<file path="config.mk">
export PLATFORM = sky130hd
export DESIGN_NAME = des_round
export DESIGN_NICKNAME = d
export VERILOG_FILES = /design/src/design/des_pkg.sv /design/src/design/des_round.sv
export SDC_FILE = /design/constraint.sdc
export NUM_CORES = 1
export LEC_CHECK = 0
export ABC_AREA = 1
export CORE_ASPECT_RATIO = 1.25
export CORE_MARGIN = 2
export CORE_UTILIZATION = 67
export DETAILED_ROUTE_END_ITERATION = 7
export DONT_BUFFER_PORTS = 1
export PLACE_DENSITY = 0.86
export SYNTH_ARGS = -nofsm -noshare
export SYNTH_HDL_FRONTEND = slang
export SYNTH_SLANG_ARGS = --single-unit
</file>
<file path="constraint.sdc">
create_clock -name clock -period 5.7 [get_ports clock]
set_input_delay 0.285 -clock clock [delete_from_list [all_inputs] [get_ports clock]]
set_output_delay 0.285 -clock clock [all_outputs]
set_load 0.01 [all_outputs]
</file>
<file path="src/design/des_pkg.sv">
package des_pkg;

   localparam int unsigned ROUNDS = 16;

   typedef logic [5:0] six_type;
   typedef logic [3:0] nib_type;

   typedef logic [47:0] subkey_type;
   typedef subkey_type [ROUNDS-1:0] subkey_arr_type;

   localparam logic [7:0] IP_TAB [64] = '{
      8'd58,8'd50,8'd42,8'd34,8'd26,8'd18,8'd10,8'd2, 8'd60,8'd52,8'd44,8'd36,8'd28,8'd20,8'd12,8'd4,
      8'd62,8'd54,8'd46,8'd38,8'd30,8'd22,8'd14,8'd6, 8'd64,8'd56,8'd48,8'd40,8'd32,8'd24,8'd16,8'd8,
      8'd57,8'd49,8'd41,8'd33,8'd25,8'd17,8'd9,8'd1, 8'd59,8'd51,8'd43,8'd35,8'd27,8'd19,8'd11,8'd3,
      8'd61,8'd53,8'd45,8'd37,8'd29,8'd21,8'd13,8'd5, 8'd63,8'd55,8'd47,8'd39,8'd31,8'd23,8'd15,8'd7};

   localparam logic [7:0] FP_TAB [64] = '{
      8'd40,8'd8,8'd48,8'd16,8'd56,8'd24,8'd64,8'd32, 8'd39,8'd7,8'd47,8'd15,8'd55,8'd23,8'd63,8'd31,
      8'd38,8'd6,8'd46,8'd14,8'd54,8'd22,8'd62,8'd30, 8'd37,8'd5,8'd45,8'd13,8'd53,8'd21,8'd61,8'd29,
      8'd36,8'd4,8'd44,8'd12,8'd52,8'd20,8'd60,8'd28, 8'd35,8'd3,8'd43,8'd11,8'd51,8'd19,8'd59,8'd27,
      8'd34,8'd2,8'd42,8'd10,8'd50,8'd18,8'd58,8'd26, 8'd33,8'd1,8'd41,8'd9,8'd49,8'd17,8'd57,8'd25};

   localparam logic [7:0] E_TAB [48] = '{
      8'd32,8'd1,8'd2,8'd3,8'd4,8'd5, 8'd4,8'd5,8'd6,8'd7,8'd8,8'd9,
      8'd8,8'd9,8'd10,8'd11,8'd12,8'd13, 8'd12,8'd13,8'd14,8'd15,8'd16,8'd17,
      8'd16,8'd17,8'd18,8'd19,8'd20,8'd21, 8'd20,8'd21,8'd22,8'd23,8'd24,8'd25,
      8'd24,8'd25,8'd26,8'd27,8'd28,8'd29, 8'd28,8'd29,8'd30,8'd31,8'd32,8'd1};

   localparam logic [7:0] P_TAB [32] = '{
      8'd16,8'd7,8'd20,8'd21,8'd29,8'd12,8'd28,8'd17, 8'd1,8'd15,8'd23,8'd26,8'd5,8'd18,8'd31,8'd10,
      8'd2,8'd8,8'd24,8'd14,8'd32,8'd27,8'd3,8'd9, 8'd19,8'd13,8'd30,8'd6,8'd22,8'd11,8'd4,8'd25};

   localparam logic [7:0] PC1_TAB [56] = '{
      8'd57,8'd49,8'd41,8'd33,8'd25,8'd17,8'd9, 8'd1,8'd58,8'd50,8'd42,8'd34,8'd26,8'd18,
      8'd10,8'd2,8'd59,8'd51,8'd43,8'd35,8'd27, 8'd19,8'd11,8'd3,8'd60,8'd52,8'd44,8'd36,
      8'd63,8'd55,8'd47,8'd39,8'd31,8'd23,8'd15, 8'd7,8'd62,8'd54,8'd46,8'd38,8'd30,8'd22,
      8'd14,8'd6,8'd61,8'd53,8'd45,8'd37,8'd29, 8'd21,8'd13,8'd5,8'd28,8'd20,8'd12,8'd4};

   localparam logic [7:0] PC2_TAB [48] = '{
      8'd14,8'd17,8'd11,8'd24,8'd1,8'd5, 8'd3,8'd28,8'd15,8'd6,8'd21,8'd10,
      8'd23,8'd19,8'd12,8'd4,8'd26,8'd8, 8'd16,8'd7,8'd27,8'd20,8'd13,8'd2,
      8'd41,8'd52,8'd31,8'd37,8'd47,8'd55, 8'd30,8'd40,8'd51,8'd45,8'd33,8'd48,
      8'd44,8'd49,8'd39,8'd56,8'd34,8'd53, 8'd46,8'd42,8'd50,8'd36,8'd29,8'd32};

   localparam logic [1:0] ROT_TAB [16] = '{
      2'd1,2'd1,2'd2,2'd2,2'd2,2'd2,2'd2,2'd2,2'd1,2'd2,2'd2,2'd2,2'd2,2'd2,2'd2,2'd1};

   localparam logic [3:0] S_TAB [8][64] = '{
      '{4'd14,4'd4,4'd13,4'd1,4'd2,4'd15,4'd11,4'd8,4'd3,4'd10,4'd6,4'd12,4'd5,4'd9,4'd0,4'd7,
        4'd0,4'd15,4'd7,4'd4,4'd14,4'd2,4'd13,4'd1,4'd10,4'd6,4'd12,4'd11,4'd9,4'd5,4'd3,4'd8,
        4'd4,4'd1,4'd14,4'd8,4'd13,4'd6,4'd2,4'd11,4'd15,4'd12,4'd9,4'd7,4'd3,4'd10,4'd5,4'd0,
        4'd15,4'd12,4'd8,4'd2,4'd4,4'd9,4'd1,4'd7,4'd5,4'd11,4'd3,4'd14,4'd10,4'd0,4'd6,4'd13},
      '{4'd15,4'd1,4'd8,4'd14,4'd6,4'd11,4'd3,4'd4,4'd9,4'd7,4'd2,4'd13,4'd12,4'd0,4'd5,4'd10,
        4'd3,4'd13,4'd4,4'd7,4'd15,4'd2,4'd8,4'd14,4'd12,4'd0,4'd1,4'd10,4'd6,4'd9,4'd11,4'd5,
        4'd0,4'd14,4'd7,4'd11,4'd10,4'd4,4'd13,4'd1,4'd5,4'd8,4'd12,4'd6,4'd9,4'd3,4'd2,4'd15,
        4'd13,4'd8,4'd10,4'd1,4'd3,4'd15,4'd4,4'd2,4'd11,4'd6,4'd7,4'd12,4'd0,4'd5,4'd14,4'd9},
      '{4'd10,4'd0,4'd9,4'd14,4'd6,4'd3,4'd15,4'd5,4'd1,4'd13,4'd12,4'd7,4'd11,4'd4,4'd2,4'd8,
        4'd13,4'd7,4'd0,4'd9,4'd3,4'd4,4'd6,4'd10,4'd2,4'd8,4'd5,4'd14,4'd12,4'd11,4'd15,4'd1,
        4'd13,4'd6,4'd4,4'd9,4'd8,4'd15,4'd3,4'd0,4'd11,4'd1,4'd2,4'd12,4'd5,4'd10,4'd14,4'd7,
        4'd1,4'd10,4'd13,4'd0,4'd6,4'd9,4'd8,4'd7,4'd4,4'd15,4'd14,4'd3,4'd11,4'd5,4'd2,4'd12},
      '{4'd7,4'd13,4'd14,4'd3,4'd0,4'd6,4'd9,4'd10,4'd1,4'd2,4'd8,4'd5,4'd11,4'd12,4'd4,4'd15,
        4'd13,4'd8,4'd11,4'd5,4'd6,4'd15,4'd0,4'd3,4'd4,4'd7,4'd2,4'd12,4'd1,4'd10,4'd14,4'd9,
        4'd10,4'd6,4'd9,4'd0,4'd12,4'd11,4'd7,4'd13,4'd15,4'd1,4'd3,4'd14,4'd5,4'd2,4'd8,4'd4,
        4'd3,4'd15,4'd0,4'd6,4'd10,4'd1,4'd13,4'd8,4'd9,4'd4,4'd5,4'd11,4'd12,4'd7,4'd2,4'd14},
      '{4'd2,4'd12,4'd4,4'd1,4'd7,4'd10,4'd11,4'd6,4'd8,4'd5,4'd3,4'd15,4'd13,4'd0,4'd14,4'd9,
        4'd14,4'd11,4'd2,4'd12,4'd4,4'd7,4'd13,4'd1,4'd5,4'd0,4'd15,4'd10,4'd3,4'd9,4'd8,4'd6,
        4'd4,4'd2,4'd1,4'd11,4'd10,4'd13,4'd7,4'd8,4'd15,4'd9,4'd12,4'd5,4'd6,4'd3,4'd0,4'd14,
        4'd11,4'd8,4'd12,4'd7,4'd1,4'd14,4'd2,4'd13,4'd6,4'd15,4'd0,4'd9,4'd10,4'd4,4'd5,4'd3},
      '{4'd12,4'd1,4'd10,4'd15,4'd9,4'd2,4'd6,4'd8,4'd0,4'd13,4'd3,4'd4,4'd14,4'd7,4'd5,4'd11,
        4'd10,4'd15,4'd4,4'd2,4'd7,4'd12,4'd9,4'd5,4'd6,4'd1,4'd13,4'd14,4'd0,4'd11,4'd3,4'd8,
        4'd9,4'd14,4'd15,4'd5,4'd2,4'd8,4'd12,4'd3,4'd7,4'd0,4'd4,4'd10,4'd1,4'd13,4'd11,4'd6,
        4'd4,4'd3,4'd2,4'd12,4'd9,4'd5,4'd15,4'd10,4'd11,4'd14,4'd1,4'd7,4'd6,4'd0,4'd8,4'd13},
      '{4'd4,4'd11,4'd2,4'd14,4'd15,4'd0,4'd8,4'd13,4'd3,4'd12,4'd9,4'd7,4'd5,4'd10,4'd6,4'd1,
        4'd13,4'd0,4'd11,4'd7,4'd4,4'd9,4'd1,4'd10,4'd14,4'd3,4'd5,4'd12,4'd2,4'd15,4'd8,4'd6,
        4'd1,4'd4,4'd11,4'd13,4'd12,4'd3,4'd7,4'd14,4'd10,4'd15,4'd6,4'd8,4'd0,4'd5,4'd9,4'd2,
        4'd6,4'd11,4'd13,4'd8,4'd1,4'd4,4'd10,4'd7,4'd9,4'd5,4'd0,4'd15,4'd14,4'd2,4'd3,4'd12},
      '{4'd13,4'd2,4'd8,4'd4,4'd6,4'd15,4'd11,4'd1,4'd10,4'd9,4'd3,4'd14,4'd5,4'd0,4'd12,4'd7,
        4'd1,4'd15,4'd13,4'd8,4'd10,4'd3,4'd7,4'd4,4'd12,4'd5,4'd6,4'd11,4'd0,4'd14,4'd9,4'd2,
        4'd7,4'd11,4'd4,4'd1,4'd9,4'd12,4'd14,4'd2,4'd0,4'd6,4'd10,4'd13,4'd15,4'd3,4'd5,4'd8,
        4'd2,4'd1,4'd14,4'd7,4'd4,4'd10,4'd8,4'd13,4'd15,4'd12,4'd9,4'd0,4'd3,4'd5,4'd6,4'd11}};

   // table positions count from 1 at the msb
   function automatic logic [63:0] perm64(input logic [63:0] src, input logic [7:0] tab [64]);
      logic [63:0] r;
      for (int i = 0; i < 64; i++) r[63-i] = src[64 - int'(tab[i])];
      return r;
   endfunction

   function automatic logic [31:0] feistel(input logic [31:0] rh, input subkey_type sk);
      logic [47:0] x;
      logic [31:0] s;
      logic [31:0] p;
      six_type     six;
      for (int i = 0; i < 48; i++) x[47-i] = rh[32 - int'(E_TAB[i])];
      x = x ^ sk;
      for (int i = 0; i < 8; i++) begin
         six = x[47-6*i -: 6];
         s[31-4*i -: 4] = S_TAB[i][{six[5], six[0], six[4:1]}];
      end
      for (int i = 0; i < 32; i++) p[31-i] = s[32 - int'(P_TAB[i])];
      return p;
   endfunction

   function automatic subkey_arr_type make_subkeys(input logic [63:0] key);
      logic [55:0]    cd;
      logic [27:0]    c;
      logic [27:0]    d;
      subkey_arr_type sub;
      for (int i = 0; i < 56; i++) cd[55-i] = key[64 - int'(PC1_TAB[i])];
      c = cd[55:28];
      d = cd[27:0];
      for (int r = 0; r < ROUNDS; r++) begin
         if (ROT_TAB[r] == 2'd1) begin
            c = {c[26:0], c[27]};
            d = {d[26:0], d[27]};
         end else begin
            c = {c[25:0], c[27:26]};
            d = {d[25:0], d[27:26]};
         end
         cd = {c, d};
         for (int i = 0; i < 48; i++) sub[r][47-i] = cd[56 - int'(PC2_TAB[i])];
      end
      return sub;
   endfunction

endpackage

</file>
<file path="src/design/des_round.sv">
// one feistel round with its pipeline register and valid bit
module des_round
   import des_pkg::*;
(
   input  logic        clock,
   input  logic        reset,
   input  logic        adv,
   input  logic        vld_i,
   input  logic        dec_i,
   input  logic [63:0] lr_i,
   input  subkey_type  key_enc,
   input  subkey_type  key_dec,
   output logic        vld_o,
   output logic        dec_o,
   output logic [63:0] lr_o
);
   logic        vld_ff;
   logic        dec_ff;
   logic [63:0] lr_ff;
   logic [63:0] lr_in;
   subkey_type  sk;

   assign sk    = dec_i ? key_dec : key_enc;
   assign lr_in = {lr_i[31:0], lr_i[63:32] ^ feistel(lr_i[31:0], sk)};

   always_ff @(posedge clock) begin
      if (reset) begin
         vld_ff <= 1'b0;
      end else if (adv) begin
         vld_ff <= vld_i;
      end
      if (adv) begin
         dec_ff <= dec_i;
         lr_ff  <= lr_in;
      end
   end

   assign vld_o = vld_ff;
   assign dec_o = dec_ff;
   assign lr_o  = lr_ff;
endmodule

</file>
==> results_dict.tcl <==
set metrics [dict create \
    clkSinkCount 66 \
    placement.setup.worst_slack_ps 2568 \
    detail-route-antenna-nets 0 \
    finalSetupViolCount 0 \
    areaGrowthSynthToFinish_pct 2.628 \
    timing.critical_path.arrival_ps 2890 \
    gpl.final_weighted_congestion 1.013 \
    rows 47 \
    postSynthRegisterBits 66 \
    share_of_final_layout_standard_cells_stronger_than_drive_strength_1_pct 2.317 \
    layout_setup_ws_ps 2909 \
    timing.final.crit_share_pct 48.97 \
    yosys_most_used_dff "sky130_fd_sc_hd__edfxtp_1" \
    detailedPlacementHpwl_mm 19.66 \
    initialDrtViolationCount 861 \
    finalClockSkew_ps 0 \
    grtUsageTotal_pct 35.70 \
    insertedDiodeCount 0 \
    tightest_pin_transition_ps 1235 \
    number_of_flops_mapped_to_enable_cells_by_yosys 65 \
    number_of_clock_buffers_inserted_by_tritoncts 9 \
    detailroute.via_count 10030 \
    core_region_area_sq_um 13230 \
    layoutNonFillerInstCount 1725 \
    globalRouteMet2Util_pct 62.93 \
    drc 0 \
    detailed_place.area_sq_um 8996 \
    clk_path_buf_depth 2 \
    synth_xor_area_share_pct 1.812 \
    ir_drop_v 0.0001195 \
    cellLeakagePower_nw 5.236 \
    synthDistinctLibCells 22 \
    status "complete, no violations" \
    grt_start_max_net_pins 78 \
    die-area_sq_um 14450 \
    vias_per_cell 5.814 \
    synth.net_count 1810 \
    initial_antenna_violation_count 0 \
    fin_tns_setup_ps 0 \
    yosysWarningCount 0 \
    post_synth_fa_ha_maj_area_fraction_pct 8.577 \
    drt_first_pass_iters 5 \
    syn-instance-count 1583 \
    synth_common_cells "739 x sky130_fd_sc_hd__nand2_1, 415 x sky130_fd_sc_hd__nand3_1, 177 x sky130_fd_sc_hd__inv_1, 65 x sky130_fd_sc_hd__edfxtp_1, 62 x sky130_fd_sc_hd__ha_1" \
    critical_path.max_fanout 77 \
    grt_pass1_vias 9219 \
    postSynthAreaPerCell_sq_um 5.714 \
    layout_min_cycle_time_ps 2791 \
    grt_setup_unrepaired "no" \
    number_of_cells_upsized_or_downsized_after_cts 0 \
    post_cts_hold_buffer_count 0 \
    syn-cell-area_sq_um 9045 \
    postLayoutCellArea_sq_um 9283 \
    share_of_synthesized_area_spent_on_multiplexers_pct 0.1107 \
    number_of_placed_cells_counting_well_taps 1709 \
    grtUsageMet3_pct 9.524 \
    timing.reg2reg.setup_slack_ps 5060 \
    synthArstFlopShare_pct 0 \
    maxClockFrequency_mhz 358.3 \
    floorplan.initialDensity_pct 68.36 \
    largest_family_of_logic_cells_by_synthesized_area "simple AND/OR/NAND/NOR gates" \
    cts.clk_slew.worst_paths_ps 60 \
    top_level_ports 231 \
    postCtsSetupBuffers 0 \
    netlist_top_cells_area "sky130_fd_sc_hd__nand2_1 31%, sky130_fd_sc_hd__nand3_1 23%, sky130_fd_sc_hd__edfxtp_1 22%, sky130_fd_sc_hd__ha_1 8.6%, sky130_fd_sc_hd__inv_1 7.3%" \
    synth_compound_gate_area_share_pct 1.494 \
    cts.root.buffer_cell "sky130_fd_sc_hd__clkbuf_16" \
    worstSetupStartpointType "input port" \
    final_nets 1776 \
    routed_wl_mm 25.95 \
    yosys.cell_count.top_type "sky130_fd_sc_hd__nand2_1" \
    yosysTopAreaCell "sky130_fd_sc_hd__nand2_1" \
    cts_htree_levels 3 \
    final_hold_viol_count 0 \
    yosys.area.top_type_share_pct 30.67 \
    ys_seq_area_share_pct 21.80 \
    routed_length_per_placed_instance_microns 15.04 \
    chipWidth_microns 107.9 \
    grt_first_pass_wirelength_mm 42.14 \
    cp-end-kind "flip-flop" \
    chipHeight_microns 133.9 \
    worstSetupPathType "in2reg" \
    critPathRequiredTime_ps 5800 \
    timing.hold.worst.class "in2reg" \
    globalRoute.totalOverflow 0 \
    max_cap_violations 0 \
    layout.filler_cells 1237 \
    grt_busiest_layer "met2" \
    synth_simple_gate_area_share_pct 55.71 \
    clk_latency_ps 340 \
    power_density_nw_per_um2 228.6 \
    number_of_max_slew_violations_in_the_final_report 0 \
    cts_tree "yes" \
    placement.io_buffers 0 \
    timing.max_slew.rel_slack_pct 17.53 \
    globalRouteMet1Util_pct 40.33 \
]
area by class of cell:
| cell class | instances | area, sq um | share of cell area (%) |
|---|---|---|---|
| Inverter | 183 | 686.9 | 7.400 |
| Multi-Input combinational cell | 1289 | 6123 | 65.97 |
| Clock buffer | 14 | 274.0 | 2.952 |
| Clock inverter | 2 | 12.51 | 0.1348 |
| Sequential cell | 66 | 1972 | 21.24 |
| Tap cell | 171 | 214.0 | 2.305 |
final timing paths:
path / start / end / depth (start not counted)
worst max-delay path: dec_i / lr_o[8] / 14
worst max register to register: vld_o / vld_o / 2
worst min register to register: vld_o / vld_o / 2
worst min-delay path: reset / vld_o / 1
metrics by stage:
step           hold WS [ps]  utilization [%]  total power [mW]
5_1_grt               19.82            70.16             2.275
3_3_place_gp          360.6            67.99             1.545
3_5_place_dp          361.0            67.99             1.559
4_1_cts               4.176            70.16             2.104
2_1_floorplan         357.4                -             1.405
6_report              6.124            70.16             2.122
per-layer routing:
metal  vias up  wire length [microns]
met1      4413                   9557
met2       520                  12710
met5         -                      0
met4         0                   1056
met3        80                   2629
li1       5017                      -
flip-flops by register name (all words and copies together) (netlist names):
name and cells:
lr_o 64, vld_o 1, dec_o 1
critical path: stages:
cell and delay [ps]:
sky130_fd_sc_hd__inv_2 880, sky130_fd_sc_hd__nand2_1 170, sky130_fd_sc_hd__nand3_1 120, sky130_fd_sc_hd__nand2_1 210, sky130_fd_sc_hd__ha_1 430, sky130_fd_sc_hd__inv_1 70
sky130_fd_sc_hd__nand2_1 140, sky130_fd_sc_hd__nand3_1 130, sky130_fd_sc_hd__o21ai_1 120, sky130_fd_sc_hd__nand2_1 60, sky130_fd_sc_hd__nand2_1 80, sky130_fd_sc_hd__nand2_1 50
sky130_fd_sc_hd__nand2_1 50, sky130_fd_sc_hd__nand2_1 40
power by group:
part           total [mW]  switching [mW]  internal (mW)
logic               0.900           0.608          0.292
registers           0.672          0.0564          0.616
clock network       0.550           0.220          0.330
total                2.12           0.884           1.24
cells in the final DEF, fill, tap and decap left out, types with 3 or more instances in the layout:
cell,count
sky130_fd_sc_hd__nand2_1,739
sky130_fd_sc_hd__nand3_1,415
sky130_fd_sc_hd__inv_1,177
sky130_fd_sc_hd__edfxtp_1,65
sky130_fd_sc_hd__ha_1,62
sky130_fd_sc_hd__nor2_1,15
sky130_fd_sc_hd__o21ai_0,14
sky130_fd_sc_hd__nand3b_1,10
sky130_fd_sc_hd__xor2_2,9
sky130_fd_sc_hd__clkbuf_16,9
sky130_fd_sc_hd__o21ai_1,7
sky130_fd_sc_hd__inv_2,6
sky130_fd_sc_hd__a21oi_1,6
sky130_fd_sc_hd__nand2_2,5
sky130_fd_sc_hd__clkbuf_8,3
kinds of logic (layout without fill, tap and decap cells):
family / Yosys count / after routing
AOI/OAI and AO/OA: 27 / 27
xor gates and xnor gates: 11 / 11
adders and majority gates: 62 / 62
buffers and inverters: 228 / 199
DFF: 66 / 66
muxes: 1 / 1
and+or+nand+nor: 1188 / 1188
Note: power is estimated with default switching activity, not from simulation.
